### src/rtl/core/wzad_divider.sv
// Restoring divider, one quotient bit per cycle.
module wzad_divider #(
    parameter int unsigned NUM_W = 64,
    parameter int unsigned DEN_W = 32
) (
    input  logic             i_clk,
    input  logic             i_rst_n,
    input  logic             i_start,
    input  logic [NUM_W-1:0] i_num,
    input  logic [DEN_W-1:0] i_den,
    output logic             o_done,
    output logic [NUM_W-1:0] o_quot
);
    localparam int unsigned CNT_W = $clog2(NUM_W + 1);

    logic [NUM_W-1:0] r_quot;
    logic [DEN_W:0]   r_rem;
    logic [DEN_W-1:0] r_den;
    logic [CNT_W-1:0] r_cnt;
    logic             r_busy;
    logic             r_done;
    logic [DEN_W:0]   trial;
    logic [DEN_W+1:0] shifted;

    always_comb begin
        shifted = {r_rem, r_quot[NUM_W-1]};
        trial   = shifted[DEN_W:0];
    end

    always_ff @(posedge i_clk) begin
        if (!i_rst_n) begin
            r_busy <= 1'b0;
            r_done <= 1'b0;
            r_cnt  <= '0;
        end else begin
            r_done <= 1'b0;
            if (i_start) begin
                r_busy <= 1'b1;
                r_quot <= i_num;
                r_rem  <= '0;
                r_den  <= i_den;
                r_cnt  <= CNT_W'(NUM_W);
            end else if (r_busy) begin
                if (shifted >= {1'b0, 1'b0, r_den}) begin
                    r_rem  <= (DEN_W+1)'(shifted - {2'b0, r_den});
                    r_quot <= {r_quot[NUM_W-2:0], 1'b1};
                end else begin
                    r_rem  <= trial;
                    r_quot <= {r_quot[NUM_W-2:0], 1'b0};
                end
                r_cnt <= r_cnt - 1'b1;
                if (r_cnt == CNT_W'(1)) begin
                    r_busy <= 1'b0;
                    r_done <= 1'b1;
                end
            end
        end
    end

    assign o_done = r_done;
    assign o_quot = r_quot;
endmodule

### config.mk
export PLATFORM = sky130hd
export DESIGN_NAME = wzad_divider
export DESIGN_NICKNAME = d
export VERILOG_FILES = /design/src/rtl/core/wzad_divider.sv
export SDC_FILE = /design/constraint.sdc
export NUM_CORES = 1
export LEC_CHECK = 0
export ABC_AREA = 1
export BUFFER_PORTS_ARGS = -buffer_cell sky130_fd_sc_hd__buf_2
export CAP_MARGIN = 20
export CORE_MARGIN = 5
export CORE_UTILIZATION = 49
export CTS_CLUSTER_DIAMETER = 40
export DETAILED_ROUTE_END_ITERATION = 8
export GPL_TIMING_DRIVEN = 0
export MAX_ROUTING_LAYER = met4
export PLACE_DENSITY = 0.79
export RECOVER_POWER = 100
export SYNTH_ARGS = -nofsm -noshare
export SYNTH_HDL_FRONTEND = slang
export SYNTH_SLANG_ARGS = --single-unit
### constraint.sdc
create_clock -name i_clk -period 4.2 [get_ports i_clk]
set_input_delay 0.21 -clock i_clk [delete_from_list [all_inputs] [get_ports i_clk]]
set_output_delay 0.21 -clock i_clk [all_outputs]
set_load 0.02 [all_outputs]
Word level (Yosys, flattened, before mapping):

Cells that the tools add are included.

* register bits after elaboration: 138
* input port bits: 99
* output and inout bits: 65
* logic and storage cells: 29

* add/subtract/negate cells: 2
* $lt $le $gt $ge: 1
* equality and inequality tests: 1
* multiplexer cells: 11
* bitwise gates (word level): 2
* reduce and logical (&&, ||, !) cells: 5

Operators by type and width (number)
* 64-bit 2-to-1 mux: 2
* 33-bit 2-to-1 mux: 2
* 34-bit by 32-bit greater-or-equal comparator with 1-bit output: 1
* 33-bit by 32-bit subtractor with 33-bit output: 1
* 7-bit 2-to-1 mux: 2
* 7-bit by 1-bit == test with 1-bit output, second input constant: 1
* 7-bit by 1-bit subtractor with 7-bit output, second input constant: 1
* 1-bit 2-to-1 mux: 5
* 2-bit AND reduction: 2
* 3-bit OR reduction: 1
* 1-bit inverter: 2
* 2-bit nonzero test: 1
* 2-bit OR reduction: 1

Longest topological paths before layout:

* word-level depth: 4
* depth in mapped cells: 16

Least setup slack after synthesis:

Ideal clock, no wire load.

* path type: input to register
* start: input port i_start
* end: register r_quot[0], in the netlist o_quot[0] (enable)
* library setup time: 460 ps
* arrival time: 2573 ps
* required time: 3740 ps
* slack: 1167 ps
* stages on the path: 3
* buffers on the path: 1
* path through: clkbuf_1 nand2_1 nand2_1

* cells in the longest elaborated chain, start to end: 2

Ends and longest elaborated chain
* start, declared: line 8 `input logic i_start,`
* 2-bit nonzero test (no line)
* 2-bit AND reduction (no line)
* end signal, assigned: line 39 `r_quot <= i_num;`
* end signal, assigned: line 46 `r_quot <= {r_quot[NUM_W-2:0], 1'b1};`
* end signal, assigned: line 49 `r_quot <= {r_quot[NUM_W-2:0], 1'b0};`
* end, declared: line 16 `logic [NUM_W-1:0] r_quot;`

No other way between the ends.
A chain may end at the register's enable or synchronous reset.

Worst setup path after layout:

* start: register r_quot[63], in the netlist o_quot[63]
* end: register r_rem[29] (data pin)

* cells in the longest elaborated chain, start to end: 3
* elaborated cells on any way between the ends: 4
* classes of those cells: 1 x add/sub; 1 x order compare; 2 x mux

Ends and longest elaborated chain
* 33-bit by 32-bit subtractor with 33-bit output or 34-bit by 32-bit greater-or-equal comparator with 1-bit output (tied branches): line 45, 44
* 33-bit 2-to-1 mux (*): line 44 `if (shifted >= {1'b0, 1'b0, r_den}) begin`
* 33-bit 2-to-1 mux (*): line 43 `end else if (r_busy) begin`
* end signal, assigned: line 45 `r_rem <= (DEN_W+1)'(shifted - {2'b0, r_den});`
* end signal, assigned: line 48 `r_rem <= trial;`
* end, declared: line 17 `logic [DEN_W:0] r_rem;`

Every way passes the cells marked *; elsewhere a longest branch is shown, timed or not. The select of a mux whose other input is x is not followed.

==> results.tsv <==
stage	metric	value	unit
drt	post-route ant nets	0	
worst_setup_path	Buf+Inv Stages, Crit Path	3	
worst_setup_path	maximum fanout along the worst path	10	
die	num rows	47	
logic_synthesis	Mean Syn Cell Area	7.570	sq um
grt	largest net degree at the start of global routing	53	
timing	setup TNS	0	ns
worst_setup_path	Critical Path RT	4.37	ns
outcome	failing checks	capacitance limit, slew limit	
finish	Layout area overhead	22.14	%
clock_network	worst-skew pair later-pin latency	0.42	ns
logic_synthesis	FFs w/ async S/R, synth	0	%
grt	Overflow after GRT	0	
timing	Tmin final	3.304	ns
place	IO buf count	162	
power_and_ir_drop	leakage	0.005188	uW
run	# Max-Cap Violations	1	
clock_network	Clock transition at path regs	0.07	ns
power_and_ir_drop	power density over the cells	437.1	nW/um^2
die	Initial Util	50.12	%
drt	DR iter-0 viols	619	
logic_synthesis	dominant cell type by area after synthesis	edfxtp_1	
outcome	status	finished, violations left	
timing	Fin. Hold Viols	0	
finish	Nets	1451	
power_and_ir_drop	Peak VDD IR	0.2915	mV
clock_network	CTS tree	built	
finish	FF+latch area	4054	sq um
die	IO Count	164	
die	die area	19730	sq um
grt	vias in the first global route	7399	
logic_synthesis	Mapped Cells	1102	
finish	commonest non-fill, non-tap cell in the layout	nand2_1	
grt	All-Layer GR Usage	23.52	%
finish	most frequent cells in the layout	nand2_1 (516), inv_1 (164), edfxtp_1 (129), nor2_1 (113), buf_2 (97)	
finish	multi-input logic area	3505	sq um
die	Placeable Area	16640	sq um
clock_network	Root Buffer Master	clkbuf_16	
logic_synthesis	sequential fraction of the synthesis area	48.60	%
timing	Max transition margin	-43.29	%
clock_network	H-tree Lvls	4	
finish	fillers	1535	
drt	vias per cell	4.873	
clock_network	number of CTS-inserted buffers	17	
worst_setup_path	CP top delay family	simple AND/OR/NAND/NOR gates	
timing	Max Transition Viols Final	52	
drt	First-pass DRT Iterations	6	
drt	Via Count	7553	
logic_synthesis	synthesized net count	1236	
worst_setup_path	critical path, cell by cell	inv_1 -> ha_1 -> inv_1 -> fa_1 -> nand3_1 -> nand3_1 -> nand2_1 -> nand2_1 -> nand2_1 -> nand3_1 -> clkbuf_1 -> nor2_1 -> nor2_1	
finish	ant diodes	0	
worst_setup_path	Critical Path AT	3.48	ns
logic_synthesis	Area contributors post-synth	edfxtp_1 (46%), nand2_1 (23%), inv_1 (7.4%)	
logic_synthesis	share of the synthesized area in the top cell type	46.44	%
place	Cells after DPL	1486	
worst_setup_path	Critical Path Slowest Stage Cell	fa_1	
logic_synthesis	FF+latch count, synth	138	
clock_network	CTS resizes	0	
timing	Fmax	302.7	MHz
grt	antenna violations before repair	0	
worst_hold_path	worst min-delay path class	input port to flop	
timing	final period utilization	78.66	%
grt	first-pass GRT wire length	35740	microns
clock_network	Bufs on Longest Clock Path	2	
timing	Clock Skew	0.01107	ns
logic_synthesis	Synth cell types	33	
drt	Final Routed Wirelength	22230	microns
logic_synthesis	Top FF cell, synth	edfxtp_1	
finish	layout cells sized above 1	10.45	%
timing	unrepaired setup endpoints after global routing	no	
clock_network	Num Clock Sinks	138	
worst_setup_path	CP Capture Type	flop	
die	die height	140.5	microns
worst_setup_path	Worst setup SP type	flop	
drt	routed len/inst	14.34	microns
drt	DRC errors left	0	
timing	slew of the pin with the lowest slew margin	2.144	ns
logic_synthesis	Post-synth EDFFs	129	
logic_synthesis	Yosys warnings	0	
worst_setup_path	Crit Path Category	flop to flop	
die	width of the die	140.5	microns
logic_synthesis	Mapped Area	8342	sq um
timing	setup violators final	0	
worst_setup_path	critical path's largest stage delay	0.46	ns
place	dpl hpwl	16900	microns
finish	final cell count without fillers	1550	
place	global placer's final weighted congestion	1.013	
## where the power goes
part / internal, uW / switching (uW) / total (uW) / leakage [uW]
Clock: 768 / 628 / 1400 / 0.000256
Sequential: 1690 / 77.8 / 1770 / 0.00132
Combinational: 444 / 843 / 1290 / 0.00361
## cell type report
cell class / count / area share, %
clock buffer: 18 / 4.212
inverter: 166 / 6.116
clock inverter: 14 / 1.105
sequential: 138 / 39.79
buffer: 25 / 1.081
multi-input combinational: 773 / 34.40
tap: 220 / 2.702
timing repair buffer: 196 / 10.60
## flip-flops by register name, indices dropped and copies added, names as in the netlist
| name | count |
|---|---|
| o_done | 1 |
| o_quot | 64 |
| r_busy | 1 |
| r_cnt | 7 |
| r_den | 32 |
| r_rem | 33 |
## final timing paths
check	startpoint	endpoint	slack [ns]	depth (start not counted)
worst max-delay path	o_quot[63]$_DFFE_PP_	r_rem[29]$_SDFFCE_PP0P_	0.90	13
worst max register to register	o_quot[63]$_DFFE_PP_	r_rem[29]$_SDFFCE_PP0P_	0.90	13
worst min-delay path	i_num[38]	o_quot[38]$_DFFE_PP_	0.05	3
worst min register to register	r_cnt[6]$_SDFFE_PN0N_	r_cnt[6]$_SDFFE_PN0N_	0.47	2
## layer usage
layer	track usage, %	vias up	routed length, microns
met3	4.669	57	1696
li1	-	3841	-
met1	28.71	3338	9350
met4	10.76	0	800
met5	-	-	0
met2	37.80	317	10380
## cell usage after synthesis (2+ instances only)
library cell	count
nor2_1	113
nand3b_1	13
buf_6	6
ha_1	34
xnor2_1	15
clkbuf_1	13
buf_1	5
a21oi_1	23
nor3_1	10
o21bai_1	2
inv_1	164
nand2_2	3
nand3_1	18
o21ai_0	4
nor2_2	2
dfxtp_1	9
edfxtp_1	129
nand4_1	7
and2_1	4
nand2_1	515
## what timing repair did
item | in CTS | in global routing
hold endpoints to repair | 32 | 0
setup buffers | 0 | 0
hold buffers | 32 | 0
## worst min-delay path: cells and delay by family
| family | cells | cell delay [ns] |
|---|---|---|
| AND/OR/NAND/NOR | 2 | 0.09 |
| buffers and inverters | 1 | 0.07 |
## per-stage QoR
stage	hold slack [ns]	utilization [%]	instance area, sq um	setup slack, ns	total power (uW)
2_1_floorplan	0.3089	-	8342	1.167	2707
3_3_place_gp	0.3876	56.65	9428	0.09577	3052
3_5_place_dp	0.3883	57.03	9490	1.595	3070
4_1_cts	0.03419	62.21	10350	1.541	4492
5_1_grt	0.04347	61.22	10190	0.7134	4715
6_report	0.05089	61.22	10190	0.8963	4453
## cells by family after synthesis
group | after synthesis | synth area share [%]
buf+inv | 191 | 9.149
flops | 138 | 48.60
compound gates | 33 | 2.160
fa+ha+maj | 35 | 5.340
simple gates | 690 | 33.18
xor+xnor | 15 | 1.575
Note: power is estimated with default switching activity, not from simulation.
